===== config.mk =====
export PLATFORM = sky130hd
export DESIGN_NAME = bresenham_line_glyph_stepper
export DESIGN_NICKNAME = d
export VERILOG_FILES = /design/src/bls_pkg.sv /design/src/bls_rem_unit.sv /design/src/bls_core.sv /design/src/bls_rsp_buf.sv /design/src/bresenham_line_glyph_stepper.sv
export SDC_FILE = /design/constraint.sdc
export NUM_CORES = 1
export LEC_CHECK = 0
export BUFFER_PORTS_ARGS = -buffer_cell sky130_fd_sc_hd__buf_4
export CAP_MARGIN = 20
export CORE_MARGIN = 2
export CORE_UTILIZATION = 45
export DETAILED_ROUTE_END_ITERATION = 10
export GPL_ROUTABILITY_DRIVEN = 0
export PLACE_DENSITY = 0.59
export SLEW_MARGIN = 30
export SYNTH_ARGS = -nofsm -noshare
export SYNTH_HDL_FRONTEND = slang
export SYNTH_SLANG_ARGS = --single-unit

===== constraint.sdc =====
create_clock -name clock -period 14 [get_ports clock]
set_input_delay 1.4 -clock clock [delete_from_list [all_inputs] [get_ports clock]]
set_output_delay 1.4 -clock clock [all_outputs]
set_load 0.01 [all_outputs]

===== src/bls_pkg.sv =====
// Package for the line stepper: register indexes, reset values, glyph codes and
// the structs passed between the stepper's modules. Depends on nothing.
package bls_pkg;

   localparam int CFG_BITS = 10;
   localparam int CSR_IDX_BITS = 2;

   typedef logic [CSR_IDX_BITS-1:0] csr_idx_type;
   typedef logic [CFG_BITS-1:0] cfg_type;

   localparam csr_idx_type CSR_SCREEN_HEIGHT = 2'd0;
   localparam csr_idx_type CSR_SCREEN_WIDTH  = 2'd1;
   localparam csr_idx_type CSR_DASH_PERIOD   = 2'd2;
   localparam csr_idx_type CSR_DASH_PHASE    = 2'd3;

   localparam cfg_type RST_SCREEN_HEIGHT = 10'd24;
   localparam cfg_type RST_SCREEN_WIDTH  = 10'd80;
   localparam cfg_type RST_DASH_PERIOD   = 10'd1;
   localparam cfg_type RST_DASH_PHASE    = 10'd0;

   typedef logic [1:0] glyph_type;

   localparam glyph_type GLYPH_HORIZ = 2'd0;
   localparam glyph_type GLYPH_VERT  = 2'd1;
   localparam glyph_type GLYPH_BACK  = 2'd2;
   localparam glyph_type GLYPH_SLASH = 2'd3;

   typedef struct packed {
      glyph_type glyph;
      logic      visible;
      logic      last;
   } pt_flags_type;

   typedef struct packed {
      logic    busy;
      cfg_type phase_rem;
   } rem_status_type;

endpackage


===== src/bls_rem_unit.sv =====
// Restoring remainder unit: dash phase modulo dash period, one quotient bit per
// cycle. Depends on bls_pkg.
module bls_rem_unit (
   input  logic                   clock,
   input  logic                   reset,
   input  logic                   start,
   input  bls_pkg::cfg_type       period,
   input  bls_pkg::cfg_type       phase,
   output bls_pkg::rem_status_type status
);

   localparam int ITERS = bls_pkg::CFG_BITS;
   localparam int ITER_BITS = $clog2(ITERS);

   logic                  start_ff;
   logic                  run_ff;
   logic [ITER_BITS-1:0]  iter_ff;
   bls_pkg::cfg_type      div_ff;
   bls_pkg::cfg_type      num_ff;
   bls_pkg::cfg_type      rem_ff;
   bls_pkg::cfg_type      rem_in;
   logic [bls_pkg::CFG_BITS:0] trial;

   always_comb begin
      trial = {rem_ff, num_ff[bls_pkg::CFG_BITS-1]};
      if (trial >= {1'b0, div_ff}) begin
         trial = trial - {1'b0, div_ff};
      end
      rem_in = trial[bls_pkg::CFG_BITS-1:0];
   end

   always_ff @(posedge clock) begin
      if (reset) begin
         start_ff <= 1'b0;
         run_ff   <= 1'b0;
         iter_ff  <= '0;
         rem_ff   <= '0;
      end else begin
         start_ff <= start;
         if (start) begin
            run_ff <= 1'b0;
         end else if (start_ff) begin
            run_ff  <= 1'b1;
            iter_ff <= '0;
            rem_ff  <= '0;
         end else if (run_ff) begin
            rem_ff  <= rem_in;
            iter_ff <= iter_ff + 1'b1;
            if (iter_ff == ITER_BITS'(ITERS - 1)) begin
               run_ff <= 1'b0;
            end
         end
      end
   end

   always_ff @(posedge clock) begin
      if (start_ff) begin
         div_ff <= period;
         num_ff <= phase;
      end else if (run_ff) begin
         num_ff <= {num_ff[bls_pkg::CFG_BITS-2:0], 1'b0};
      end
   end

   assign status.busy      = start_ff | run_ff;
   assign status.phase_rem = rem_ff;

endmodule


===== src/bls_core.sv =====
// Line state and the combinational step: load or advance, glyph, visibility and
// end-of-line test. Depends on bls_pkg.
module bls_core #(
   parameter int COORD_BITS = 11
) (
   input  logic                          clock,
   input  logic                          reset,
   input  logic                          accept,
   input  logic                          func,
   input  logic signed [COORD_BITS-1:0]  start_row,
   input  logic signed [COORD_BITS-1:0]  start_col,
   input  logic signed [COORD_BITS-1:0]  end_row,
   input  logic signed [COORD_BITS-1:0]  end_col,
   input  bls_pkg::cfg_type              height,
   input  bls_pkg::cfg_type              width,
   input  bls_pkg::cfg_type              period,
   input  bls_pkg::cfg_type              phase_rem,
   output logic                          res_valid,
   output logic signed [COORD_BITS-1:0]  res_row,
   output logic signed [COORD_BITS-1:0]  res_col,
   output bls_pkg::pt_flags_type         res_flags,
   output logic                          line_active
);

   localparam int W  = COORD_BITS;
   localparam int DW = W + 1;
   localparam int EW = W + 2;
   localparam int CW = ((W > bls_pkg::CFG_BITS) ? W : bls_pkg::CFG_BITS) + 1;

   logic signed [W-1:0]  cur_row_ff, cur_col_ff, goal_row_ff, goal_col_ff;
   logic                 row_neg_ff, col_neg_ff;
   logic [DW-1:0]        delta_row_ff, delta_col_ff;
   logic signed [EW-1:0] error_ff;
   bls_pkg::cfg_type     dash_count_ff;
   logic                 active_ff;

   logic signed [W-1:0]  cur_row_in, cur_col_in, goal_row_in, goal_col_in;
   logic                 row_neg_in, col_neg_in;
   logic [DW-1:0]        delta_row_in, delta_col_in;
   logic signed [EW-1:0] error_in;
   bls_pkg::cfg_type     dash_count_in;

   logic signed [DW-1:0] diff_row, diff_col;
   logic signed [EW-1:0] dr_ext, dc_ext, neg_dc;
   logic                 mc, mr, on_screen, dash_hit, fin;
   logic [bls_pkg::CFG_BITS:0] count_inc, dash_sum;
   bls_pkg::glyph_type   glyph;

   always_comb begin
      diff_row = {end_row[W-1], end_row} - {start_row[W-1], start_row};
      diff_col = {end_col[W-1], end_col} - {start_col[W-1], start_col};
      dr_ext   = {2'b00, delta_row_ff[DW-2:0]};
      dc_ext   = {2'b00, delta_col_ff[DW-2:0]};
      neg_dc   = -dc_ext;
      mc       = error_ff > neg_dc;
      mr       = error_ff < dr_ext;
      count_inc = {1'b0, dash_count_ff} + 1'b1;

      cur_row_in    = cur_row_ff;
      cur_col_in    = cur_col_ff;
      goal_row_in   = goal_row_ff;
      goal_col_in   = goal_col_ff;
      row_neg_in    = row_neg_ff;
      col_neg_in    = col_neg_ff;
      delta_row_in  = delta_row_ff;
      delta_col_in  = delta_col_ff;
      error_in      = error_ff;
      dash_count_in = dash_count_ff;

      if (!func) begin
         cur_row_in    = start_row;
         cur_col_in    = start_col;
         goal_row_in   = end_row;
         goal_col_in   = end_col;
         row_neg_in    = !(start_row < end_row);
         col_neg_in    = !(start_col < end_col);
         delta_row_in  = diff_row[DW-1] ? DW'(-diff_row) : DW'(diff_row);
         delta_col_in  = diff_col[DW-1] ? DW'(-diff_col) : DW'(diff_col);
         if (delta_col_in > delta_row_in) begin
            error_in = {2'b00, delta_col_in[DW-1:1]};
         end else begin
            error_in = -{2'b00, delta_row_in[DW-1:1]};
         end
         dash_count_in = '0;
         glyph = (row_neg_in == col_neg_in) ? bls_pkg::GLYPH_BACK : bls_pkg::GLYPH_SLASH;
      end else begin
         if (mc) begin
            error_in   = error_in - dr_ext;
            cur_col_in = col_neg_ff ? cur_col_ff - W'(1) : cur_col_ff + W'(1);
         end
         if (mr) begin
            error_in   = error_in + dc_ext;
            cur_row_in = row_neg_ff ? cur_row_ff - W'(1) : cur_row_ff + W'(1);
         end
         if (mr != mc) begin
            glyph = mr ? bls_pkg::GLYPH_VERT : bls_pkg::GLYPH_HORIZ;
         end else begin
            glyph = (row_neg_ff == col_neg_ff) ? bls_pkg::GLYPH_BACK
                                               : bls_pkg::GLYPH_SLASH;
         end
         dash_count_in = (count_inc >= {1'b0, period}) ? '0
                                                        : count_inc[bls_pkg::CFG_BITS-1:0];
      end

      on_screen = !cur_row_in[W-1] && !cur_col_in[W-1] &&
                  ({{(CW-W+1){1'b0}}, cur_row_in[W-2:0]} <
                   {{(CW-bls_pkg::CFG_BITS){1'b0}}, height}) &&
                  ({{(CW-W+1){1'b0}}, cur_col_in[W-2:0]} <
                   {{(CW-bls_pkg::CFG_BITS){1'b0}}, width});
      dash_sum = {1'b0, dash_count_in} + {1'b0, phase_rem};
      dash_hit = (dash_sum == '0) || (dash_sum == {1'b0, period});
      fin      = (cur_row_in == goal_row_in) && (cur_col_in == goal_col_in);
   end

   assign res_valid         = accept && (!func || active_ff);
   assign res_row           = cur_row_in;
   assign res_col           = cur_col_in;
   assign res_flags.glyph   = glyph;
   assign res_flags.visible = on_screen && dash_hit;
   assign res_flags.last    = fin;
   assign line_active       = active_ff;

   always_ff @(posedge clock) begin
      if (reset) begin
         active_ff <= 1'b0;
      end else if (res_valid) begin
         active_ff <= !fin;
      end
   end

   always_ff @(posedge clock) begin
      if (res_valid) begin
         cur_row_ff    <= cur_row_in;
         cur_col_ff    <= cur_col_in;
         goal_row_ff   <= goal_row_in;
         goal_col_ff   <= goal_col_in;
         row_neg_ff    <= row_neg_in;
         col_neg_ff    <= col_neg_in;
         delta_row_ff  <= delta_row_in;
         delta_col_ff  <= delta_col_in;
         error_ff      <= error_in;
         dash_count_ff <= dash_count_in;
      end
   end

endmodule


===== src/bls_rsp_buf.sv =====
// Result register with a skid stage behind it, so the stepper can take one more
// item while a result waits. Depends on bls_pkg.
module bls_rsp_buf #(
   parameter int COORD_BITS = 11
) (
   input  logic                          clock,
   input  logic                          reset,
   input  logic                          in_valid,
   input  logic signed [COORD_BITS-1:0]  in_row,
   input  logic signed [COORD_BITS-1:0]  in_col,
   input  bls_pkg::pt_flags_type         in_flags,
   input  logic                          rsp_stall,
   output logic                          rsp_valid,
   output logic signed [COORD_BITS-1:0]  rsp_row,
   output logic signed [COORD_BITS-1:0]  rsp_col,
   output bls_pkg::pt_flags_type         rsp_flags,
   output logic                          skid_valid
);

   logic                          main_valid_ff, skid_valid_ff;
   logic                          main_valid_in, skid_valid_in;
   logic signed [COORD_BITS-1:0]  main_row_ff, main_col_ff, skid_row_ff, skid_col_ff;
   bls_pkg::pt_flags_type         main_flags_ff, skid_flags_ff;
   logic                          main_load, skid_load, from_skid;

   always_comb begin
      main_load     = !main_valid_ff || !rsp_stall;
      from_skid     = skid_valid_ff;
      skid_load     = !main_load && in_valid;
      main_valid_in = main_valid_ff;
      skid_valid_in = skid_valid_ff;
      if (main_load) begin
         main_valid_in = skid_valid_ff || in_valid;
         skid_valid_in = 1'b0;
      end else if (in_valid) begin
         skid_valid_in = 1'b1;
      end
   end

   always_ff @(posedge clock) begin
      if (reset) begin
         main_valid_ff <= 1'b0;
         skid_valid_ff <= 1'b0;
      end else begin
         main_valid_ff <= main_valid_in;
         skid_valid_ff <= skid_valid_in;
      end
   end

   always_ff @(posedge clock) begin
      if (main_load) begin
         main_row_ff   <= from_skid ? skid_row_ff : in_row;
         main_col_ff   <= from_skid ? skid_col_ff : in_col;
         main_flags_ff <= from_skid ? skid_flags_ff : in_flags;
      end
      if (skid_load) begin
         skid_row_ff   <= in_row;
         skid_col_ff   <= in_col;
         skid_flags_ff <= in_flags;
      end
   end

   assign rsp_valid  = main_valid_ff;
   assign rsp_row    = main_row_ff;
   assign rsp_col    = main_col_ff;
   assign rsp_flags  = main_flags_ff;
   assign skid_valid = skid_valid_ff;

endmodule


===== src/bresenham_line_glyph_stepper.sv =====
// Top level of the line stepper: control registers, stepper core, phase
// remainder unit and result buffer. Depends on bls_pkg and the bls_ modules.
//
//   channel  direction  flow control     moves
//   req      in         valid / stall    func, start and end points
//   rsp      out        valid / stall    point, glyph, visible, last
//   csr      in         valid / ready    register index and write data
//
// One item is taken per cycle while not stalled; its result, set by one add,
// compare and select stage over the line state, lands in the output or skid
// register. A write to dash_period or dash_phase holds req_stall high while the
// remainder unit computes the phase modulo the period, one bit a cycle. Reset
// is synchronous; afterwards no line is active and the registers hold their
// reset values. A stalled rsp side is absorbed by a one-entry skid stage.
module bresenham_line_glyph_stepper #(
   parameter int COORD_BITS = 11
) (
   input  logic                          clock,
   input  logic                          reset,
   input  logic                          req_valid,
   output logic                          req_stall,
   input  logic                          req_func,
   input  logic signed [COORD_BITS-1:0]  req_start_row,
   input  logic signed [COORD_BITS-1:0]  req_start_col,
   input  logic signed [COORD_BITS-1:0]  req_end_row,
   input  logic signed [COORD_BITS-1:0]  req_end_col,
   output logic                          rsp_valid,
   input  logic                          rsp_stall,
   output logic signed [COORD_BITS-1:0]  rsp_point_row,
   output logic signed [COORD_BITS-1:0]  rsp_point_col,
   output logic [1:0]                    rsp_glyph,
   output logic                          rsp_visible,
   output logic                          rsp_last,
   input  logic                          csr_valid,
   output logic                          csr_ready,
   input  bls_pkg::csr_idx_type          csr_index,
   input  bls_pkg::cfg_type              csr_wdata
);

   bls_pkg::cfg_type        height_ff, width_ff, period_ff, phase_ff;
   bls_pkg::cfg_type        period_eff;
   bls_pkg::rem_status_type rem_status;
   bls_pkg::pt_flags_type   core_flags, buf_flags;
   logic signed [COORD_BITS-1:0] core_row, core_col;
   logic csr_write, rem_start, req_accept, core_valid, skid_valid, line_active;

   assign csr_ready  = 1'b1;
   assign csr_write  = csr_valid && csr_ready;
   assign rem_start  = csr_write && ((csr_index == bls_pkg::CSR_DASH_PERIOD) ||
                                     (csr_index == bls_pkg::CSR_DASH_PHASE));
   assign period_eff = (period_ff == '0) ? bls_pkg::cfg_type'(1) : period_ff;
   assign req_stall  = rem_status.busy || skid_valid;
   assign req_accept = req_valid && !req_stall;

   always_ff @(posedge clock) begin
      if (reset) begin
         height_ff <= bls_pkg::RST_SCREEN_HEIGHT;
         width_ff  <= bls_pkg::RST_SCREEN_WIDTH;
         period_ff <= bls_pkg::RST_DASH_PERIOD;
         phase_ff  <= bls_pkg::RST_DASH_PHASE;
      end else if (csr_write) begin
         unique case (csr_index)
            bls_pkg::CSR_SCREEN_HEIGHT: height_ff <= csr_wdata;
            bls_pkg::CSR_SCREEN_WIDTH:  width_ff  <= csr_wdata;
            bls_pkg::CSR_DASH_PERIOD:   period_ff <= csr_wdata;
            bls_pkg::CSR_DASH_PHASE:    phase_ff  <= csr_wdata;
            default: begin
            end
         endcase
      end
   end

   bls_rem_unit u_rem (
      .clock  (clock),
      .reset  (reset),
      .start  (rem_start),
      .period (period_eff),
      .phase  (phase_ff),
      .status (rem_status)
   );

   bls_core #(
      .COORD_BITS (COORD_BITS)
   ) u_core (
      .clock       (clock),
      .reset       (reset),
      .accept      (req_accept),
      .func        (req_func),
      .start_row   (req_start_row),
      .start_col   (req_start_col),
      .end_row     (req_end_row),
      .end_col     (req_end_col),
      .height      (height_ff),
      .width       (width_ff),
      .period      (period_eff),
      .phase_rem   (rem_status.phase_rem),
      .res_valid   (core_valid),
      .res_row     (core_row),
      .res_col     (core_col),
      .res_flags   (core_flags),
      .line_active (line_active)
   );

   bls_rsp_buf #(
      .COORD_BITS (COORD_BITS)
   ) u_rsp_buf (
      .clock      (clock),
      .reset      (reset),
      .in_valid   (core_valid),
      .in_row     (core_row),
      .in_col     (core_col),
      .in_flags   (core_flags),
      .rsp_stall  (rsp_stall),
      .rsp_valid  (rsp_valid),
      .rsp_row    (rsp_point_row),
      .rsp_col    (rsp_point_col),
      .rsp_flags  (buf_flags),
      .skid_valid (skid_valid)
   );

   assign rsp_glyph   = buf_flags.glyph;
   assign rsp_visible = buf_flags.visible;
   assign rsp_last    = buf_flags.last;

   a_skid_behind_main: assert property (@(posedge clock) disable iff (reset)
      skid_valid |-> rsp_valid)
      else $error("skid entry held without a result in the output register");

   a_load_emits: assert property (@(posedge clock) disable iff (reset)
      (req_accept && !req_func) |-> core_valid)
      else $error("line load transfer produced no result");

   a_visible_on_screen: assert property (@(posedge clock) disable iff (reset)
      (rsp_valid && rsp_visible) |->
         (!rsp_point_row[COORD_BITS-1] && !rsp_point_col[COORD_BITS-1]))
      else $error("visible point has a negative coordinate");

   a_last_ends_line: assert property (@(posedge clock) disable iff (reset)
      (core_valid && core_flags.last) |=> !line_active)
      else $error("line still active after its end point");

endmodule


# Word-level counts from Yosys, hierarchy flattened
# Index checks and enable logic that the tools add are counted.
# word_totals
reg_bits	222
latchBits	0
mem_bits_rw	0
inputBits	62
mem_bits_ro	0
word_cells	144
out_inout_bits	29
memories	0
# classes
reduce_logical	37
n_mux	36
n_div	0
bitwise_logic	3
n_lt_le_gt_ge	9
addsub	16
multipliers	0
shift	0
eq_ne	10
# op_table
cell	n
11-bit 2-to-1 mux	10
10-bit 2-to-1 mux	8
13-bit 2-to-1 mux	5
11-bit negation with 13-bit output	2
12-bit 2-to-1 mux	2
12-bit negation	2
11-bit by 11-bit subtractor with 12-bit output	2
11-bit by 2-bit adder with 11-bit output (second input constant)	2
11-bit equality test	2
11-bit by 10-bit greater-or-equal comparator with 1-bit output	2
11-bit < comparator	2
11-bit by 2-bit subtractor with 11-bit output (second input constant)	2
10-bit < comparator	2
13-bit by 12-bit adder with 13-bit output	1
13-bit greater-than comparator	1
13-bit by 12-bit < comparator with 1-bit output	1
13-bit by 12-bit subtractor with 13-bit output	1
12-bit greater-than comparator	1
4-bit 2-to-1 mux	3
2-bit AND reduction	6
10-bit by 1-bit adder with 11-bit output (second input constant)	1
10-bit by 10-bit adder with 11-bit output	1
11-bit by 10-bit equality test with 1-bit output	1
11-bit zero test	1
18 further kinds	50

# Longest topological paths before layout
# Gate-level depths: netlist (run 1).
# depth
word_depth	10
depth_mapped	26

# Cells and area by module
# From an unflattened synthesis (run 1), not the netlist that was laid out.
# hier_totals
hier_cells	1682
area_unflattened_um2	16295.6
# modules_own_cells
mod	cells_each	instances	area_each_um2
bls_core	1243	1	10797.9
bls_rsp_buf	88	1	2040.7
bls_rem_unit	186	1	1938.1
bresenham_line_glyph_stepper	165	1	1519.0

# Worst setup path before layout (run 1)
# Ideal clock, no wire load.
# synth_path
path_kind	input port to flip-flop
start	input req_func
end	register u_rsp_buf.skid_col_ff[0], enable pin
path_buffers	5
setup_slack_ps	6702
t_required_ps	13615
t_arrival_ps	6913
setup_time_ps	385
stages	7
cell_sequence	clkbuf_1 clkbuf_1 clkbuf_1 clkbuf_1 buf_1 a21oi_1 and3_1
# synth_between
elab_chain_len	4
# synth_rtl
element	line_no	source
start, declared	bresenham_line_glyph_stepper.sv:22	input logic req_func,
1-bit zero test	--	
1-bit logical OR	bls_core.sv:115	assign res_valid = accept && (!func || active_ff);
1-bit logical AND	bls_core.sv:115	
via core_valid	bresenham_line_glyph_stepper.sv:45	logic csr_write, rem_start, req_accept, core_valid, skid_valid, line_active;
1-bit logical AND	bls_rsp_buf.sv:29	skid_load = !main_load && in_valid;
via u_rsp_buf.skid_load	bls_rsp_buf.sv:24	logic main_load, skid_load, from_skid;
end signal, assigned	bls_rsp_buf.sv:58	skid_col_ff <= in_col;
end, declared	bls_rsp_buf.sv:22	logic signed [COORD_BITS-1:0] main_row_ff, main_col_ff, skid_row_ff, skid_col_ff;
# The timed path passes the listed nets, and every way through them passes these cells.
# A chain may end at the register's enable or synchronous reset.

==> metrics.csv, run 1 <==
metric,value,unit
status,finished clean,
dp_hpwl,34900,microns
dieHeight,195,microns
whs,0.453,ns
cp_data_arrival_time,6.75,ns
grt_pass1_vias,12506,
io_pins,91,
floorplan.initialDensity,45.9,%
die_area,0.0379,sq mm
synthArstFlopShare,0,%
clock_path_buffers,3,
h-tree-depth,1,
hold_buffers,0,
ir_drop,0.0855,mV
root_buffer,clkbuf_16,
fmax,158,MHz
wl_per_cell,20.0,microns
yosys_warnings,0,
cts_tree,built,
area_growth,12.0,%
regMostFlops,u_core.error_ff,
grt_max_degree,69,
drc,0,
vias,13198,
layout.cells.most_common,edfxtp_1,
critical_path_class,flip-flop to flip-flop,
synthTopCellsByArea,"edfxtp_1 (30%), ha_1 (11%), dfxtp_1 (7.2%)",
slew_violations,0,
yosys.cell_types.count,96,
antenna_found_initial,1,
post_cts_buffers,0,
cp-end-kind,flip-flop,
grt_usage,23.7,%
cts_sinks,222,
final_cell_mix,"edfxtp_1 (163), nand2_1 (150), ha_1 (144)",
place_area,0.0175,sq mm
fin_tns_setup,0,ns
rows,69,
required,14.41,ns
ant_nets,0,
slew_headroom,38.2,%
netlist_instances,1726,
hold_class,flip-flop to flip-flop,
crit_path_start_kind,flip-flop,
layout.nets,2012,
totalWireLength,45600,microns
cts-buffers-inserted,26,
drtPass1Iterations,5,
power.density,140,mW/mm^2
maxCapViolCount,0,
cp_max_fo,8,
fin_crit_sh,45.3,%
cts_resized,0,
synth_top_area_share,29.9,%
clk_pin_slew_worst_paths,0.06,ns
drt_iter0_drc,1122,
ys_ff_latch,222,
insertion_delay,0.55,ns
yosysTopAreaCell,edfxtp_1,
synth_seq_area_share,37.1,%
grt_setup_unrepaired,no,
synth_edf_count,163,
synth_ff_type,edfxtp_1,
synth_nets,1940,
min_period,6.34,ns
syn_area_per_cell,9.48,sq um
drive_gt1_share,13.3,%
via_per_inst,5.79,
coreArea,0.0357,sq mm
netlist_area,0.0164,sq mm
leakage,7.32,nW
setup_viol,0,
final_area,0.0183,sq mm
io_buffer_count,89,
tightest_slew,0.927,ns
largest_reg_flops,13,
hold_viol_final,0,
die_w,195,microns
skew,0.0121,ns
grt_overflow,0,
grt_pass1_wl,70700,microns
[synthesized netlist by cell type, types with 16 or more instances]
library cell  instances
o21ai_0              87
dfxtp_1              59
nor3_1               35
a21oi_1             110
o21bai_1             16
o211ai_1             26
nor2b_1              26
xor2_1               34
nor2_1              117
xnor2_1              97
nand2b_1             18
mux2_2               50
or3_1                17
ha_1                144
a211oi_1             22
nand4_1              31
edfxtp_1            163
a21o_1               32
nand3_1              28
inv_1               137
o21a_1               19
clkbuf_1             49
mux2i_1              34
nand2_1             150
[logic make-up (layout without fill, tap and decap cells)]
logic type      count (synthesis)  after routing  synth area share (%)
other cells                     1              2                0.0229
xor+xnor                      134            134                  7.31
buf+inv                       199            291                  4.97
compound gates                422            422                  17.4
simple gates                  512            512                  15.7
fa+ha+maj                     152            152                  12.0
flops                         222            222                  37.1
mux                            84             84                  5.52
[routing by layer]
metal | GRT usage, % | share of wire [%] | vias up
met5 | 0 | 0 | -
met4 | 7.81 | 3.1 | 0
met3 | 3.51 | 6.8 | 76
met2 | 36.4 | 44 | 453
met1 | 34.1 | 46 | 6208
li1 | - | - | 6461
[report_power, final]
part	internal (mW)	total, mW	switching, mW
Clock	0.385	0.673	0.287
Sequential	0.795	0.841	0.0459
Combinational	0.430	1.05	0.625
[critical path, cell delays in order (launching register included)]
cell	delay [ns]
dfxtp_1	0.39
nor4_1	0.31
a41o_1	0.33
ha_1	0.26
nand2b_1	0.14
a21o_1	0.18
a21o_1	0.17
a21o_1	0.16
a21o_1	0.17
a21o_1	0.17
a21o_1	0.18
a211oi_1	0.28
nor2_1	0.21
nor2_1	0.24
ha_1	0.22
inv_1	0.06
fa_1	0.40
xor2_1	0.25
xnor2_1	0.09
a2111oi_0	0.35
a21boi_0	0.25
nand4_1	0.11
a2111oi_0	0.40
nand3_1	0.13
o22a_1	0.24
nor4_1	0.31
mux2_2	0.21
[per-stage QoR]
step	worst slack [ns]	std cells	util [%]	total power, mW
after floorplan	6.70	1726	-	1.59
after global placement	7.72	2231	49.0	1.88
after detailed placement	7.64	2231	49.0	1.89
after CTS	7.61	2279	51.4	2.58
after global routing	6.87	2280	51.4	2.72
final	7.66	2280	51.4	2.57
[final timing paths]
check,to,depth (start not counted),slack [ns],from
max reg2reg,u_rsp_buf.rsp_flags[1]$_DFFE_PP_,26,7.66,period_ff[5]$_SDFFE_PP0P_
min,phase_ff[2]$_SDFFE_PP0P_,2,0.45,phase_ff[2]$_SDFFE_PP0P_
max,u_rsp_buf.rsp_flags[1]$_DFFE_PP_,26,7.66,period_ff[5]$_SDFFE_PP0P_
min reg2reg,phase_ff[2]$_SDFFE_PP0P_,2,0.45,phase_ff[2]$_SDFFE_PP0P_
[layout make-up]
class	instances	area [sq um]
Clock inverter	18	166
Antenna cell	1	2.50
Multi-Input combinational cell	1305	9520
Tap cell	461	577
Clock buffer	30	676
Sequential cell	222	6080
Timing Repair Buffer	106	800
Inverter	137	514
Fill cell	3269	17300
Note: power is estimated with default switching activity, not from simulation.
==> run 2, diff against run 1 <==
==> constraint.sdc (replaced) <==
create_clock -name clock -period 6.53 [get_ports clock]
set_input_delay 0.653 -clock clock [delete_from_list [all_inputs] [get_ports clock]]
set_output_delay 0.653 -clock clock [all_outputs]
set_load 0.01 [all_outputs]
==> run 2 against run 1 <==
Against the previous run:
- sequential cell count unchanged
- clock power up 110%
- worst setup slack worse by 7.2 ns
- first-iteration DRC count is 23% lower
- cell area is 0.36% higher
- combinational power rose by 110%
- critical path depth is the same
- die area unchanged
- via count decreased by 0.89%
==> metrics.csv, run 2 (synthesized netlist as in run 1, its figures left out) <==
metric,value,unit
insertion_delay,0.54,ns
cp-end-kind,flip-flop,
cp_slowest_cell,fa_1,
cts_tree,built,
grt_pass1_vias,12699,
clk_pin_slew_worst_paths,0.06,ns
critical_path_class,flip-flop to flip-flop,
fillCellCount,3323,
rows,69,
grt_max_degree,101,
vias,13081,
grt_overflow,0,
wl_per_cell,19.8,microns
hold_viol_final,0,
slew_headroom,36.0,%
required,6.94,ns
final_cell_mix,"edfxtp_1 (163), nand2_1 (150), ha_1 (144)",
cp_data_arrival_time,6.50,ns
grt_pass1_wl,71600,microns
fin_total_pwr,5.48,mW
maxCapViolCount,0,
tightest_slew,0.950,ns
io_buffer_count,89,
coreArea,0.0357,sq mm
grt_usage,23.9,%
die_w,195,microns
grt_setup_unrepaired,no,
crit_path_start_kind,flip-flop,
drtPass1Iterations,5,
slew_violations,0,
drive_gt1_share,13.8,%
drc,0,
io_pins,91,
root_buffer,clkbuf_16,
skew,0.0110,ns
cts-buffers-inserted,25,
fin_tns_setup,0,ns
dieHeight,195,microns
power.density,298,mW/mm^2
totalWireLength,45200,microns
layout.nets,2017,
dp_hpwl,35000,microns
post-route-util,51.6,%
whs,0.391,ns
leakage,7.37,nW
via_per_inst,5.73,
post_cts_buffers,0,
area_growth,12.4,%
h-tree-depth,1,
die_area,0.0379,sq mm
status,finished clean,
cp_max_fo,8,
fin_ws,0.438,ns
antenna_found_initial,1,
ant_nets,0,
cts_sinks,222,
clock_path_buffers,3,
layout.cells.most_common,edfxtp_1,
hold_class,primary input to flip-flop,
floorplan.initialDensity,45.9,%
drt_iter0_drc,864,
ir_drop,0.238,mV
min_period,6.09,ns
regMostFlops,u_core.error_ff,
largest_reg_flops,13,
fin_crit_sh,93.3,%
cp_slowest_stage_delay,0.39,ns
fmax,164,MHz
pre_cts_ws,0.293,ns
crit_top_cell,a21o_1,
reg2reg_setup_slack,0.44,ns
setup_viol,0,
-- run 2: changes by cell type in the layout (fill, tap and decap cells not counted), sizes merged --
| cell | previous run | this run |
|---|---|---|
| buf | 106 | 112 |
| clkbuf | 30 | 33 |
| clkinvlp | 4 | 0 |
| bufinv | 2 | 1 |
| clkinv | 10 | 9 |
| inv | 139 | 140 |
-- run 2: path summary, 6_finish.rpt --
kind	start	endpoint	cells after the start
min	csr_wdata[9]	height_ff[9]$_SDFFE_PP0P_	3
max	period_ff[5]$_SDFFE_PP0P_	u_rsp_buf.rsp_flags[1]$_DFFE_PP_	26
max reg2reg	period_ff[5]$_SDFFE_PP0P_	u_rsp_buf.rsp_flags[1]$_DFFE_PP_	26
min reg2reg	phase_ff[0]$_SDFFE_PP0P_	phase_ff[0]$_SDFFE_PP0P_	2
-- run 2: through the flow --
stage	area, sq um	cells
finish	18400	2284
global route	18400	2284
CTS	18400	2283
detailed placement	17500	2237
global placement	17500	2237
floorplan	16400	1726
-- run 2: repair_timing --
| action | in CTS | in global routing |
|---|---|---|
| setup endpoints to repair | 0 | 1 |
| resized for setup | 0 | 1 |
| hold buffers | 0 | 0 |
-- run 2: area by class of cell --
type	instances	area, sq um	area share (%)
Inverter	137	514	2.79
Clock buffer	33	728	3.96
Clock inverter	13	116	0.632
Multi-Input combinational cell	1305	9530	51.8
Timing Repair Buffer	112	857	4.66
Tap cell	461	577	3.13
Sequential cell	222	6080	33.0
Antenna cell	1	2.50	0.0136
-- run 2: worst max-delay path, delay by kind of cell (launching register included) --
kind | cells | cell delay (ns)
AOI/OAI and AO/OA | 12 | 2.84
xor gates and xnor gates | 2 | 0.35
adders and majority gates | 3 | 0.84
buffers and inverters | 1 | 0.05
DFF | 1 | 0.35
muxes | 1 | 0.19
and+or+nand+nor | 7 | 1.35
-- run 2: power breakdown --
group,internal (mW),switching [mW]
combinational,0.934,1.31
clock,0.833,0.609
sequential,1.70,0.0922
-- run 2: metal layers --
metal  part of all wire (%)  track usage (%)
met5                      0                0
met4                    2.4             6.41
met3                    5.1             2.57
met2                     45             37.9
met1                     48             34.7
